--- src/rtl/srt_pkg.sv ---
// Shared types and constants for the sensor reading table.
package srt_pkg;

    localparam int MODE_W  = 3;
    localparam int KEY_W   = 64;
    localparam int RAW_W   = 16;
    localparam int WHOLE_W = 12;
    localparam int FRAC_W  = 7;
    localparam int QUERY_W = 4;
    localparam int SLOTO_W = 4;
    localparam int LIVEO_W = 4;
    localparam int MISS_W  = 8;

    localparam logic [MODE_W-1:0] MODE_BUS  = 3'd0;
    localparam logic [MODE_W-1:0] MODE_EXT  = 3'd1;
    localparam logic [MODE_W-1:0] MODE_TICK = 3'd2;
    localparam logic [MODE_W-1:0] MODE_OSET = 3'd3;
    localparam logic [MODE_W-1:0] MODE_OCLR = 3'd4;
    localparam logic [MODE_W-1:0] MODE_READ = 3'd5;

    localparam logic [MISS_W-1:0] MISS_CAP       = 8'd250;
    localparam logic [MISS_W-1:0] MISS_LIMIT_RST = 8'd5;

    typedef enum logic [1:0] {
        ST_IDLE,
        ST_LOOKUP,
        ST_UPDATE,
        ST_EMIT
    } state_t;

    typedef struct packed {
        logic ready;
        logic lookup;
        logic update;
        logic emit;
    } cmd_t;

    typedef struct packed {
        logic accept;
        logic out_free;
    } sts_t;

endpackage

--- src/rtl/srt_intf.sv ---
// Reading and result channel interfaces.
interface srt_in_if import srt_pkg::*; ();
    logic                      valid;
    logic                      ready;
    logic [MODE_W-1:0]         mode;
    logic [KEY_W-1:0]          sensor_key;
    logic signed [RAW_W-1:0]   raw_reading;
    logic signed [WHOLE_W-1:0] whole_value;
    logic [FRAC_W-1:0]         hundredths;
    logic [QUERY_W-1:0]        slot_query;

    modport source (
        output valid, mode, sensor_key, raw_reading, whole_value, hundredths, slot_query,
        input  ready
    );
    modport sink (
        input  valid, mode, sensor_key, raw_reading, whole_value, hundredths, slot_query,
        output ready
    );
endinterface

interface srt_out_if import srt_pkg::*; ();
    logic               valid;
    logic               ready;
    logic [SLOTO_W-1:0] slot;
    logic               slot_found;
    logic [LIVEO_W-1:0] live_count;
    logic               entry_set;
    logic               entry_override;
    logic               entry_negative;
    logic [WHOLE_W-1:0] entry_whole;
    logic [FRAC_W-1:0]  entry_hundredths;
    logic [MISS_W-1:0]  entry_missed;

    modport source (
        output valid, slot, slot_found, live_count, entry_set, entry_override,
               entry_negative, entry_whole, entry_hundredths, entry_missed,
        input  ready
    );
    modport sink (
        input  valid, slot, slot_found, live_count, entry_set, entry_override,
               entry_negative, entry_whole, entry_hundredths, entry_missed,
        output ready
    );
endinterface

--- src/rtl/srt_ctrl.sv ---
// Sequencer for the table: accept, lookup, update, emit.
module srt_ctrl import srt_pkg::*;
(
    input  logic clk,
    input  logic rst_n,
    input  sts_t sts,
    output cmd_t cmd
);

    state_t state_reg;
    state_t state_next;

    always_ff @(posedge clk or negedge rst_n)
    begin
        if (!rst_n)
        begin
            state_reg <= ST_IDLE;
        end
        else
        begin
            state_reg <= state_next;
        end
    end

    always_comb
    begin
        state_next = state_reg;
        case (state_reg)
            ST_IDLE:
            begin
                if (sts.accept)
                begin
                    state_next = ST_LOOKUP;
                end
            end
            ST_LOOKUP: state_next = ST_UPDATE;
            ST_UPDATE: state_next = ST_EMIT;
            ST_EMIT:
            begin
                if (sts.out_free)
                begin
                    state_next = ST_IDLE;
                end
            end
            default: state_next = ST_IDLE;
        endcase
    end

    always_comb
    begin
        cmd = '0;
        case (state_reg)
            ST_IDLE:   cmd.ready  = 1'b1;
            ST_LOOKUP: cmd.lookup = 1'b1;
            ST_UPDATE: cmd.update = 1'b1;
            ST_EMIT:   cmd.emit   = sts.out_free;
            default:   cmd        = '0;
        endcase
    end

endmodule

--- src/rtl/srt_datapath.sv ---
// Slot storage, key match, claim and update logic, and the result register.
module srt_datapath import srt_pkg::*;
#(
    parameter int TABLE_SLOTS = 16,
    parameter int BUS_SLOTS   = 8
)
(
    input  logic              clk,
    input  logic              rst_n,
    input  logic              cfg_we,
    input  logic [MISS_W-1:0] cfg_wdata,
    srt_in_if.sink            reading,
    srt_out_if.source         result,
    input  cmd_t              cmd,
    output sts_t              sts
);

    localparam int SLOT_W = $clog2(TABLE_SLOTS);
    localparam int NBUS   = (BUS_SLOTS < TABLE_SLOTS) ? BUS_SLOTS : TABLE_SLOTS;
    localparam int LIVE_W = $clog2(NBUS + 1);

    // captured beat
    logic [MODE_W-1:0]  mode_reg;
    logic [KEY_W-1:0]   key_reg;
    logic               val_neg_reg;
    logic [WHOLE_W-1:0] val_mag_reg;
    logic [FRAC_W-1:0]  val_frac_reg;
    logic [QUERY_W-1:0] query_reg;

    // slot state
    logic [KEY_W-1:0]   slot_key_reg  [TABLE_SLOTS];
    logic               key_valid_reg [TABLE_SLOTS];
    logic               value_set_reg [TABLE_SLOTS];
    logic               forced_reg    [TABLE_SLOTS];
    logic               negative_reg  [TABLE_SLOTS];
    logic [WHOLE_W-1:0] whole_reg     [TABLE_SLOTS];
    logic [FRAC_W-1:0]  frac_reg      [TABLE_SLOTS];
    logic [MISS_W-1:0]  miss_reg      [TABLE_SLOTS];
    logic [MISS_W-1:0]  miss_limit_reg;

    logic [TABLE_SLOTS-1:0] match_reg;
    logic [TABLE_SLOTS-1:0] free_reg;
    logic [SLOT_W-1:0]      sel_reg;
    logic                   found_reg;

    logic               out_valid_reg;
    logic [SLOTO_W-1:0] out_slot_reg;
    logic               out_found_reg;
    logic [LIVEO_W-1:0] out_live_reg;
    logic               out_set_reg;
    logic               out_ovr_reg;
    logic               out_neg_reg;
    logic [WHOLE_W-1:0] out_whole_reg;
    logic [FRAC_W-1:0]  out_frac_reg;
    logic [MISS_W-1:0]  out_miss_reg;

    // input conversion
    logic [RAW_W-1:0]   raw_u;
    logic [RAW_W-1:0]   raw_mag;
    logic [WHOLE_W-1:0] bus_whole;
    logic [10:0]        frac_prod;
    logic [WHOLE_W-1:0] ext_w;
    logic [WHOLE_W-1:0] ext_mag;
    logic               accept;

    assign raw_u     = reading.raw_reading;
    assign raw_mag   = raw_u[RAW_W-1] ? (~raw_u + 16'd1) : raw_u;
    assign bus_whole = raw_mag[RAW_W-1:4];
    assign frac_prod = {7'd0, raw_mag[3:0]} * 11'd100;
    assign ext_w     = reading.whole_value;
    assign ext_mag   = ext_w[WHOLE_W-1] ? (12'd0 - ext_w) : ext_w;

    assign accept        = reading.valid && cmd.ready;
    assign reading.ready = cmd.ready;
    assign sts.accept    = accept;
    assign sts.out_free  = !out_valid_reg || result.ready;

    always_ff @(posedge clk)
    begin
        if (accept)
        begin
            mode_reg  <= reading.mode;
            key_reg   <= reading.sensor_key;
            query_reg <= reading.slot_query;
            if (reading.mode == MODE_BUS)
            begin
                // readings between -1 and 0 store as positive
                val_neg_reg  <= raw_u[RAW_W-1] && (bus_whole != '0);
                val_mag_reg  <= bus_whole;
                val_frac_reg <= frac_prod[10:4];
            end
            else
            begin
                val_neg_reg  <= ext_w[WHOLE_W-1];
                val_mag_reg  <= ext_mag;
                val_frac_reg <= reading.hundredths;
            end
        end
    end

    always_ff @(posedge clk or negedge rst_n)
    begin
        if (!rst_n)
        begin
            miss_limit_reg <= MISS_LIMIT_RST;
        end
        else if (cfg_we)
        begin
            miss_limit_reg <= cfg_wdata;
        end
    end

    // parallel key compare and free-slot scan, registered
    always_ff @(posedge clk)
    begin
        if (cmd.lookup)
        begin
            for (int i = 0; i < TABLE_SLOTS; i++)
            begin
                match_reg[i] <= key_valid_reg[i] && (slot_key_reg[i] == key_reg);
                free_reg[i]  <= !value_set_reg[i] && ((mode_reg == MODE_BUS) || (i >= BUS_SLOTS));
            end
        end
    end

    // lowest-index pick
    logic              hit_any;
    logic [SLOT_W-1:0] hit_idx;
    logic              free_any;
    logic [SLOT_W-1:0] free_idx;

    always_comb
    begin
        hit_any  = 1'b0;
        hit_idx  = '0;
        free_any = 1'b0;
        free_idx = '0;
        for (int i = TABLE_SLOTS - 1; i >= 0; i--)
        begin
            if (match_reg[i])
            begin
                hit_any = 1'b1;
                hit_idx = SLOT_W'(i);
            end
            if (free_reg[i])
            begin
                free_any = 1'b1;
                free_idx = SLOT_W'(i);
            end
        end
    end

    logic [SLOT_W+QUERY_W-1:0] query_ext;
    logic [SLOT_W-1:0]         upd_idx;
    logic                      upd_found;
    logic                      do_claim;
    logic                      do_reading;
    logic                      do_force;
    logic                      do_unforce;
    logic                      do_tick;

    assign query_ext = {{SLOT_W{1'b0}}, query_reg};

    always_comb
    begin
        upd_idx    = '0;
        upd_found  = 1'b0;
        do_claim   = 1'b0;
        do_reading = 1'b0;
        do_force   = 1'b0;
        do_unforce = 1'b0;
        do_tick    = 1'b0;
        case (mode_reg)
            MODE_BUS, MODE_EXT:
            begin
                if (hit_any)
                begin
                    upd_idx    = hit_idx;
                    upd_found  = 1'b1;
                    do_reading = 1'b1;
                end
                else if (free_any)
                begin
                    upd_idx    = free_idx;
                    upd_found  = 1'b1;
                    do_claim   = 1'b1;
                    do_reading = 1'b1;
                end
            end
            MODE_TICK: do_tick = 1'b1;
            MODE_OSET:
            begin
                upd_idx   = hit_idx;
                upd_found = hit_any;
                do_force  = hit_any;
            end
            MODE_OCLR:
            begin
                upd_idx    = hit_idx;
                upd_found  = hit_any;
                do_unforce = hit_any;
            end
            MODE_READ:
            begin
                if ({28'd0, query_reg} < 32'(TABLE_SLOTS))
                begin
                    upd_idx   = query_ext[SLOT_W-1:0];
                    upd_found = 1'b1;
                end
            end
            default: upd_found = 1'b0;
        endcase
    end

    always_ff @(posedge clk)
    begin
        if (cmd.update)
        begin
            sel_reg   <= upd_idx;
            found_reg <= upd_found;
            for (int i = 0; i < TABLE_SLOTS; i++)
            begin
                if (do_claim && (upd_idx == SLOT_W'(i)))
                begin
                    slot_key_reg[i] <= key_reg;
                end
            end
        end
    end

    always_ff @(posedge clk or negedge rst_n)
    begin
        if (!rst_n)
        begin
            for (int i = 0; i < TABLE_SLOTS; i++)
            begin
                key_valid_reg[i] <= 1'b0;
                value_set_reg[i] <= 1'b0;
                forced_reg[i]    <= 1'b0;
                negative_reg[i]  <= 1'b0;
                whole_reg[i]     <= '0;
                frac_reg[i]      <= '0;
                miss_reg[i]      <= '0;
            end
        end
        else if (cmd.update)
        begin
            for (int i = 0; i < TABLE_SLOTS; i++)
            begin
                if (do_tick && (i < NBUS) && (miss_reg[i] < MISS_CAP))
                begin
                    miss_reg[i] <= miss_reg[i] + 8'd1;
                end
                if (upd_idx == SLOT_W'(i))
                begin
                    if (do_claim)
                    begin
                        key_valid_reg[i] <= 1'b1;
                    end
                    if (do_reading)
                    begin
                        value_set_reg[i] <= 1'b1;
                        // an overridden slot keeps its value and miss count
                        if (!forced_reg[i])
                        begin
                            negative_reg[i] <= val_neg_reg;
                            whole_reg[i]    <= val_mag_reg;
                            frac_reg[i]     <= val_frac_reg;
                            miss_reg[i]     <= '0;
                        end
                    end
                    if (do_force)
                    begin
                        value_set_reg[i] <= 1'b1;
                        forced_reg[i]    <= 1'b1;
                        negative_reg[i]  <= val_neg_reg;
                        whole_reg[i]     <= val_mag_reg;
                        frac_reg[i]      <= val_frac_reg;
                    end
                    if (do_unforce)
                    begin
                        value_set_reg[i] <= 1'b0;
                        forced_reg[i]    <= 1'b0;
                    end
                end
            end
        end
    end

    // live bus slots after the update
    logic [LIVE_W-1:0]         live_cnt;
    logic [LIVE_W+LIVEO_W-1:0] live_ext;
    logic [SLOT_W+SLOTO_W-1:0] slot_ext;

    always_comb
    begin
        live_cnt = '0;
        for (int i = 0; i < NBUS; i++)
        begin
            if (value_set_reg[i] && (miss_reg[i] < miss_limit_reg))
            begin
                live_cnt = live_cnt + LIVE_W'(1);
            end
        end
    end

    assign live_ext = {{LIVEO_W{1'b0}}, live_cnt};
    assign slot_ext = {{SLOTO_W{1'b0}}, sel_reg};

    always_ff @(posedge clk or negedge rst_n)
    begin
        if (!rst_n)
        begin
            out_valid_reg <= 1'b0;
        end
        else if (cmd.emit)
        begin
            out_valid_reg <= 1'b1;
        end
        else if (result.ready)
        begin
            out_valid_reg <= 1'b0;
        end
    end

    always_ff @(posedge clk)
    begin
        if (cmd.emit)
        begin
            out_live_reg  <= live_ext[LIVEO_W-1:0];
            out_found_reg <= found_reg;
            if (found_reg)
            begin
                out_slot_reg  <= slot_ext[SLOTO_W-1:0];
                out_set_reg   <= value_set_reg[sel_reg];
                out_ovr_reg   <= forced_reg[sel_reg];
                out_neg_reg   <= negative_reg[sel_reg];
                out_whole_reg <= whole_reg[sel_reg];
                out_frac_reg  <= frac_reg[sel_reg];
                out_miss_reg  <= miss_reg[sel_reg];
            end
            else
            begin
                out_slot_reg  <= '0;
                out_set_reg   <= 1'b0;
                out_ovr_reg   <= 1'b0;
                out_neg_reg   <= 1'b0;
                out_whole_reg <= '0;
                out_frac_reg  <= '0;
                out_miss_reg  <= '0;
            end
        end
    end

    assign result.valid            = out_valid_reg;
    assign result.slot             = out_slot_reg;
    assign result.slot_found       = out_found_reg;
    assign result.live_count       = out_live_reg;
    assign result.entry_set        = out_set_reg;
    assign result.entry_override   = out_ovr_reg;
    assign result.entry_negative   = out_neg_reg;
    assign result.entry_whole      = out_whole_reg;
    assign result.entry_hundredths = out_frac_reg;
    assign result.entry_missed     = out_miss_reg;

endmodule

--- src/rtl/sensor_reading_table.sv ---
// Top level of the sensor reading table.
//
// A beat on the reading channel carries one command (bus reading, external
// reading, scan tick, override set, override clear or entry read) with a
// 64-bit sensor key and its value fields. Every command gives exactly one
// beat on the result channel: the slot touched, its entry after the update
// and the count of live bus slots.
// The miss limit register is written through cfg_wdata/cfg_we; the user must
// write it only while idle, as the block itself does not enforce this. A
// reading beat is taken in the idle step, then come key compare over all slots,
// slot pick and update, and the load of the result register; the sequencer
// handles one command at a time.
// The result register holds its beat while the receiver stalls; the next
// reading can be taken meanwhile, and the sequencer waits in its emit step
// only if the previous result is still unclaimed.
// Reset clears all slot state and the result valid and sets the miss limit
// to 5. Stored keys are not cleared; only key-valid slots take part in a match.
module sensor_reading_table import srt_pkg::*;
#(
    parameter int TABLE_SLOTS = 16,
    parameter int BUS_SLOTS   = 8
)
(
    input  logic              clk,
    input  logic              rst_n,
    input  logic              cfg_we,
    input  logic [MISS_W-1:0] cfg_wdata,
    srt_in_if.sink            reading,
    srt_out_if.source         result
);

    cmd_t cmd;
    sts_t sts;

    srt_ctrl u_ctrl (
        .clk   (clk),
        .rst_n (rst_n),
        .sts   (sts),
        .cmd   (cmd)
    );

    srt_datapath #(
        .TABLE_SLOTS (TABLE_SLOTS),
        .BUS_SLOTS   (BUS_SLOTS)
    ) u_datapath (
        .clk       (clk),
        .rst_n     (rst_n),
        .cfg_we    (cfg_we),
        .cfg_wdata (cfg_wdata),
        .reading   (reading),
        .result    (result),
        .cmd       (cmd),
        .sts       (sts)
    );

    // one command in flight: no new beat right after one is taken
    a_one_in_flight: assert property (@(posedge clk) disable iff (!rst_n)
        reading.valid && reading.ready |=> !reading.ready)
        else $error("reading taken while a command is in flight");

    // a result beat appears only from an emit step
    a_emit_source: assert property (@(posedge clk) disable iff (!rst_n)
        $rose(result.valid) |-> $past(cmd.emit))
        else $error("result valid without emit");

    // entries of a miss report as empty
    a_miss_empty: assert property (@(posedge clk) disable iff (!rst_n)
        result.valid && !result.slot_found |->
            !result.entry_set && (result.entry_missed == '0) && (result.entry_whole == '0))
        else $error("entry fields set on a miss");

endmodule

--- src/flat_wrapper.sv ---
// flat-port wrapper written by rule: the top's interface ports become plain ports
module sensor_reading_table_flat import srt_pkg::*;
#(
    parameter int TABLE_SLOTS = 16,
    parameter int BUS_SLOTS   = 8
)
  (clk, rst_n, cfg_we, cfg_wdata, reading_valid, reading_mode, reading_sensor_key, reading_raw_reading, reading_whole_value, reading_hundredths, reading_slot_query, reading_ready, result_valid, result_slot, result_slot_found, result_live_count, result_entry_set, result_entry_override, result_entry_negative, result_entry_whole, result_entry_hundredths, result_entry_missed, result_ready);
  srt_in_if reading_i ();
  srt_out_if result_i ();
  input  logic clk;
  input  logic rst_n;
  input  logic cfg_we;
  input  logic [MISS_W-1:0] cfg_wdata;
  input wire logic [$bits(reading_i.valid)-1:0] reading_valid;
  input wire logic [$bits(reading_i.mode)-1:0] reading_mode;
  input wire logic [$bits(reading_i.sensor_key)-1:0] reading_sensor_key;
  input wire logic [$bits(reading_i.raw_reading)-1:0] reading_raw_reading;
  input wire logic [$bits(reading_i.whole_value)-1:0] reading_whole_value;
  input wire logic [$bits(reading_i.hundredths)-1:0] reading_hundredths;
  input wire logic [$bits(reading_i.slot_query)-1:0] reading_slot_query;
  output wire logic [$bits(reading_i.ready)-1:0] reading_ready;
  output wire logic [$bits(result_i.valid)-1:0] result_valid;
  output wire logic [$bits(result_i.slot)-1:0] result_slot;
  output wire logic [$bits(result_i.slot_found)-1:0] result_slot_found;
  output wire logic [$bits(result_i.live_count)-1:0] result_live_count;
  output wire logic [$bits(result_i.entry_set)-1:0] result_entry_set;
  output wire logic [$bits(result_i.entry_override)-1:0] result_entry_override;
  output wire logic [$bits(result_i.entry_negative)-1:0] result_entry_negative;
  output wire logic [$bits(result_i.entry_whole)-1:0] result_entry_whole;
  output wire logic [$bits(result_i.entry_hundredths)-1:0] result_entry_hundredths;
  output wire logic [$bits(result_i.entry_missed)-1:0] result_entry_missed;
  input wire logic [$bits(result_i.ready)-1:0] result_ready;
  assign reading_i.valid = reading_valid;
  assign reading_i.mode = reading_mode;
  assign reading_i.sensor_key = reading_sensor_key;
  assign reading_i.raw_reading = reading_raw_reading;
  assign reading_i.whole_value = reading_whole_value;
  assign reading_i.hundredths = reading_hundredths;
  assign reading_i.slot_query = reading_slot_query;
  assign reading_ready = reading_i.ready;
  assign result_valid = result_i.valid;
  assign result_slot = result_i.slot;
  assign result_slot_found = result_i.slot_found;
  assign result_live_count = result_i.live_count;
  assign result_entry_set = result_i.entry_set;
  assign result_entry_override = result_i.entry_override;
  assign result_entry_negative = result_i.entry_negative;
  assign result_entry_whole = result_i.entry_whole;
  assign result_entry_hundredths = result_i.entry_hundredths;
  assign result_entry_missed = result_i.entry_missed;
  assign result_i.ready = result_ready;
  sensor_reading_table #(.TABLE_SLOTS(TABLE_SLOTS), .BUS_SLOTS(BUS_SLOTS)) u_core (.clk(clk), .rst_n(rst_n), .cfg_we(cfg_we), .cfg_wdata(cfg_wdata), .reading(reading_i), .result(result_i));
endmodule
--- config.mk ---
export PLATFORM = sky130hd
export DESIGN_NAME = sensor_reading_table_flat
export DESIGN_NICKNAME = d
export VERILOG_FILES = /design/src/rtl/srt_pkg.sv /design/src/rtl/srt_intf.sv /design/src/rtl/srt_ctrl.sv /design/src/rtl/srt_datapath.sv /design/src/rtl/sensor_reading_table.sv /design/src/flat_wrapper.sv
export SDC_FILE = /design/constraint.sdc
export NUM_CORES = 2
export LEC_CHECK = 0
export BUFFER_PORTS_ARGS = -buffer_cell sky130_fd_sc_hd__buf_2
export CORE_UTILIZATION = 65
export DETAILED_ROUTE_END_ITERATION = 10
export PLACE_DENSITY = 0.82
export SYNTH_ARGS = -nofsm -noshare
export SYNTH_HDL_FRONTEND = slang
export SYNTH_SLANG_ARGS = --single-unit
export TNS_END_PERCENT = 20
--- constraint.sdc ---
create_clock -name clk -period 11.8 [get_ports clk]
set_input_delay 3.54 -clock clk [delete_from_list [all_inputs] [get_ports clk]]
set_output_delay 3.54 -clock clk [all_outputs]
set_load 0.01 [all_outputs]
; Yosys cells after proc, flatten, opt, wreduce, memory -nomap -nowiden
; Memory sizes are Yosys's and may differ from the RTL's.
; Index checks and enable logic that the tools add are counted.
[totals]
out_inout_bits = 41
inputBits = 119
memories = 1
register_bits = 610
ram_bits = 1024
wordCells = 778
[op_classes]
bitwise_logic = 2
mux = 390
n_lt_le_gt_ge = 17
n_eq_ne = 57
multipliers = 1
n_addsub = 17
reduce_logical = 167
[memory_table]
columns = memory, depth, word_bits, rd, rd_ports_with_merged_regs, write_ports, line_no
row1 = u_core.u_datapath.slot_key_reg, 16, 64, 16, 0, 1, srt_datapath.sv:31  ; logic [KEY_W-1:0] slot_key_reg [TABLE_SLOTS];
[op_table]
columns = cell, count
row1 = $eq A64 B64 Y1, 16
row2 = $mux W64, 15
row3 = $reduce_or A64 Y1, 15
row4 = $mux W12, 52
row5 = $mux W7, 51
row6 = $mux W8, 34
row7 = $mux W4, 56
row8 = $mux W1, 170
row9 = $reduce_and A3 Y1, 48
row10 = $add A8 B1 Y8 const B, 8
row11 = $lt A8 B8 Y1, 8
row12 = $lt A8 B8 Y1 const B, 8
row13 = $reduce_and A4 Y1, 16
row14 = $logic_and A1 B1 Y1, 58
row15 = $bmux W12 S4, 1
row16 = $bmux W8 S4, 1
row17 = $eq A4 B4 Y1 const B, 8
row18 = $ne A2 B1 Y1 const B, 16
row19 = $add A4 B1 Y4 const B, 7
row20 = $bmux W7 S4, 1
row21 = $logic_not A1 Y1, 17
row22 = $add A16 B1 Y16 const B, 1
row23 = $eq A4 B3 Y1 const B, 4
row24 = $mux W16, 1
row25 = other kinds (27), 39

; Logic depth before layout (Yosys ltp)
[depth]
word_depth = 40
mapped_depth = 29
depth_no_buf = 29

; By module
; Synthesis repeated with hierarchy kept, for this count alone.
[hier_totals]
hier_cells = 4782
hier_area_um2 = 72059.1
[modules_own_cells]
columns = mod, seq_area_each_um2, n_inst, cells_each, area_each_um2
row1 = srt_datapath, 46802.4, 1, 4768, 71891.4
row2 = srt_ctrl, 50.0, 1, 14, 167.7

; Least setup slack after synthesis
; Ideal clock, no wire load.
[synth_path]
path_kind = flip-flop to flip-flop
start = register u_core.u_datapath.match_reg[3]
end = register u_core.u_datapath.key_valid_reg[10] in the netlist's numbering
arrival_ns = 7.106
t_required_ns = 11.708
path_buffers = 1
setup_slack_ns = 4.603
path_stages_with_launch = 12
period_less_slack_ns = 7.197
setup_ns = 0.092
path_cell_list = edfxtp_1 > nor4_2 > nand2_1 > nor2_2 > nand3_1 > a21oi_1 > a21oi_4 > nor2_2 > o21ai_1 > buf_2 > nor3_1 > or2_2
[synth_via]
elab_chain_len = 8
elab_cells_between_ends = 14
cone_classes = eq/ne: 1 / mux: 12 / reduce/logical: 1
[synth_lines]
columns = item, line_no
row1 = from (decl), srt_datapath.sv:41  ; logic [TABLE_SLOTS-1:0] match_reg;
row2 = "from (signal, indexed assignment)", srt_datapath.sv:120  ; match_reg[i] <= key_valid_reg[i] && (slot_key_reg[i] == key_reg);
row3 = $mux W4 or $mux W1 (tied branches) (4 in a row), srt_datapath.sv:140  ; if (match_reg[i])
row4 = $mux W4, srt_datapath.sv:176  ; if (hit_any)
row5 = $pmux W4 S3, srt_datapath.sv:173  ; case (mode_reg)
row6 = $eq A4 B3 Y1, srt_datapath.sv:254  ; if (upd_idx == SLOT_W'(i))
row7 = $reduce_and A3 Y1 (no line) (*), --
row8 = "to (signal, indexed assignment)", srt_datapath.sv:237  ; key_valid_reg[i] <= 1'b0;
row9 = "to (signal, indexed assignment)", srt_datapath.sv:258  ; key_valid_reg[i] <= 1'b1;
row10 = to (decl), srt_datapath.sv:32  ; logic key_valid_reg [TABLE_SLOTS];
; Every way passes the cells marked *; elsewhere a longest branch is shown, timed or not.
; A chain may end at the register's enable or synchronous reset.

; Final worst setup path
[layout_path]
start = register u_core.u_datapath.miss_limit_reg[1]
end = register u_core.u_datapath.out_live_reg[3] (netlist: u_core.u_datapath.result.live_count[3]) (data pin)
[layout_via]
elab_chain_len = 17
elab_cells_between_ends = 31
cone_classes = add/sub: 7 / order compare: 8 / mux: 8 / reduce/logical: 8
[layout_lines]
columns = item, line_no
row1 = from (decl), srt_datapath.sv:39  ; logic [MISS_W-1:0] miss_limit_reg;
row2 = from (signal assigned), srt_datapath.sv:109  ; miss_limit_reg <= cfg_wdata;
row3 = $lt A8 B8 Y1, srt_datapath.sv:300  ; if (value_set_reg[i] && (miss_reg[i] < miss_limit_reg))
row4 = $logic_and A1 B1 Y1, srt_datapath.sv:300
row5 = $mux W1, srt_datapath.sv:300
row6 = $add A4 B1 Y4, srt_datapath.sv:302  ; live_cnt = live_cnt + LIVE_W'(1);
row7 = $mux W4, srt_datapath.sv:300
row8 = $add A4 B1 Y4, srt_datapath.sv:302
row9 = $mux W4, srt_datapath.sv:300
row10 = $add A4 B1 Y4, srt_datapath.sv:302
row11 = [... 2 more ...], --
row12 = $mux W4, srt_datapath.sv:300
row13 = $add A4 B1 Y4, srt_datapath.sv:302
row14 = $mux W4, srt_datapath.sv:300
row15 = $add A4 B1 Y4, srt_datapath.sv:302
row16 = $mux W4, srt_datapath.sv:300
row17 = $add A4 B1 Y4, srt_datapath.sv:302
row18 = $mux W4 (*), srt_datapath.sv:300
row19 = via u_core.u_datapath.live_cnt[3], srt_datapath.sv:291  ; logic [LIVE_W-1:0] live_cnt;
row20 = to (signal assigned), srt_datapath.sv:330  ; out_live_reg <= live_ext[LIVEO_W-1:0];
row21 = to (decl), srt_datapath.sv:49  ; logic [LIVEO_W-1:0] out_live_reg;
; The timed path passes the listed nets; every way through them passes the cells marked *.

==> impl_metrics.py <==
metrics = {
    "yosys": {
        "synth-compound-area-share_pct": 5.23,
        "synth.area.mux_share_pct": 9.28,
        "syn_inst": 4831,
        "yosys_warnings": 0,
        "synthArstFlopShare_pct": 27.1,
        "synth-edff-count": 1191,
        "synth-seq-cells": 1634,
        "synthAdderAreaFrac_pct": 1.55,
        "synthXorXnorAreaFrac_pct": 10.3,
        "yosysSeqAreaShare_pct": 64.9,
        "syn_area_um2": 72200,
        "synth_top_family_by_area": "XOR/XNOR gates",
        "avgSynthCellArea_um2": 14.9,
        "ys_types": 104,
        "syn-num-nets": 5039,
        "synth_simple_gate_area_share_pct": 6.37,
        "yosys_most_used_dff": "edfxtp_1",
    },
    "setup_path": {
        "critPathArrivalTime_ps": 6280,
        "slowest_stage": "a2111oi_2",
        "cp_max_fo": 11,
        "end_kind": "register",
        "critPathMaxStageDelay_ps": 430,
        "cp.required_ps": 12310,
        "critPathLaunchType": "register",
        "critical_path_class": "register to register",
    },
    "placed_design": {
        "dp_hpwl_um": 119000,
        "gp_congestion": 0.995,
        "io_buffer_count": 159,
        "pre_cts_ws_ps": 5710,
    },
    "timing": {
        "setup_viol": 0,
        "rsz0062_at_grt": "no",
        "setup_slack_ps": 6030,
        "max_freq_mhz": 173,
        "fin_crit_ps": 5770,
        "skew_ps": 39.1,
        "relSlewSlack_pct": 3.85,
        "fin_setup_tns_ps": 0,
        "max_slew.worst_pin.slew_ps": 1430,
        "fin_crit_sh_pct": 48.9,
        "drv_slew": 0,
        "hold_ws_ps": 466,
        "final_hold_viol_count": 0,
    },
    "route": {
        "dr.pass1.iters": 9,
        "finalWirelength_um": 198000,
        "wl_per_cell_um": 29.7,
        "drt_iter0_markers": 6413,
        "num_vias": 44993,
        "via_per_inst": 6.74,
        "drc": 0,
        "final_antenna_net_count": 0,
    },
    "layout": {
        "fin_util_pct": 73.6,
        "drive_gt1_share_pct": 18.9,
        "synthToLayoutAreaGrowth_pct": 11.6,
        "largest_reg_flops": 1024,
        "final_cell_mix": "1191 x edfxtp_1, 441 x dfrtp_1, 421 x xnor2_1",
        "layout_commonest_cell": "edfxtp_1",
        "nNetsFinal": 5269,
    },
    "clock_network": {
        "cts_tree": "done",
        "cts_buffers": 160,
        "cts.path.max_buffers": 3,
        "cts_resized": 0,
        "clk-insertion-delay-late_ps": 810,
        "postCtsSetupRepairBufs": 0,
        "clock-root-buffer": "clkbuf_16",
        "cts.sinks": 1634,
        "cts-htree-levels": 4,
        "hold_buffers": 0,
        "cts.clk_slew.worst_paths_ps": 60,
    },
    "run_status": {
        "outcome": "completed",
    },
    "die": {
        "die_y_um": 335,
        "die_area_um2": 112000,
        "initial_core_util_pct": 66.0,
        "io_pins": 160,
        "die_x_um": 335,
        "coreArea_um2": 109000,
        "rows": 121,
    },
    "pwr": {
        "p_total_mw": 15.7,
        "ir_worst_vdd_mv": 0.177,
        "power-per-cell-area_nw_per_um2": 195,
        "leakage_nw": 30.1,
    },
    "global_route": {
        "grt_max_degree": 181,
        "grt_usage_pct": 35.5,
        "grt_pass1_wl_um": 289000,
        "grt_pass1_vias": 45026,
        "antenna_found_initial": 13,
        "overflow": 0,
    },
    "job": {
        "maxCapViolCount": 0,
    },
    "hold_path": {
        "hold_class": "register to register",
    },
}
synth_stat cells, drive strengths merged, types with 96 or more instances:
master	instances	area (µm²)
mux4	113	2550
xnor2	423	3730
o22ai	110	688
dfrtp	441	11000
nor2	163	632
clkbuf	145	544
edfxtp	1191	35800
mux2	332	3740
xor2	420	3680
nand2	118	448
nor4	159	1070
nand4	157	988
inv	176	661
buf	96	465
routing by layer:
metal,share of wire [%],track usage [%],vias up
met5,0.027,0,-
met3,12,8.58,685
met1,36,46.7,22571
li1,-,-,18615
met4,5.9,18.7,8
met2,46,55.2,3114
worst max-delay path: cells and delay by family, from the launching register on:
| family | cells | cell delay [ps] |
|---|---|---|
| AO/OA/AOI/OAI | 8 | 1640 |
| XOR/XNOR | 5 | 970 |
| adder cells (fa/ha/maj) | 4 | 1300 |
| buffers and inverters | 4 | 430 |
| flip-flops | 1 | 360 |
| multiplexers | 1 | 230 |
| AND/OR/NAND/NOR | 6 | 570 |
area by class of cell:
type                            count  area (µm²)
Sequential cell                  1634       46900
Fill cell                        6483       28900
Multi-Input combinational cell   2769       23700
Clock buffer                      218        4530
Timing Repair Buffer              309        1940
Tap cell                         1476        1850
Clock inverter                     78         900
Inverter                          187         702
Antenna cell                        8        20.0
metrics by stage:
step,cell area (µm²),instances
5_1_grt,80500,6671
3_3_place_gp,75100,6375
6_report,80500,6679
3_5_place_dp,75100,6375
2_1_floorplan,72200,4831
4_1_cts,80500,6671
kinds of logic after synthesis:
group,count (synthesis)
buffers and inverters,428
AO/OA/AOI/OAI,526
XOR/XNOR,844
AND/OR/NAND/NOR,824
flip-flops,1634
adder cells (fa/ha/maj),89
multiplexers,486
path summary, 6_finish.rpt:
check                                                                start                                          endpoint  slack [ps]  cells after the start
setup reg to reg           u_core.u_datapath.miss_limit_reg[1]$_DFFE_PN0P_  u_core.u_datapath.result.live_count[3]$_DFFE_PP_        6030                     28
hold reg to reg            u_core.u_datapath.key_valid_reg[15]$_DFFE_PN0P_   u_core.u_datapath.key_valid_reg[15]$_DFFE_PN0P_         470                      1
hold / removal             u_core.u_datapath.key_valid_reg[15]$_DFFE_PN0P_   u_core.u_datapath.key_valid_reg[15]$_DFFE_PN0P_         470                      1
setup / recovery           u_core.u_datapath.miss_limit_reg[1]$_DFFE_PN0P_  u_core.u_datapath.result.live_count[3]$_DFFE_PP_        6030                     28
min in group asynchronous                                            rst_n   u_core.u_datapath.miss_limit_reg[4]$_DFFE_PN0P_        2760                      1
max in group asynchronous                                            rst_n        u_core.u_datapath.whole_reg[6]$_DFFE_PN0P_        7210                      2
where the power goes:
| group | switching [mW] | internal, mW |
|---|---|---|
| Clock | 2.22 | 3.08 |
| Sequential | 0.405 | 6.77 |
| Combinational | 2.01 | 1.20 |
No activity file was read; power rests on OpenSTA's default activity.
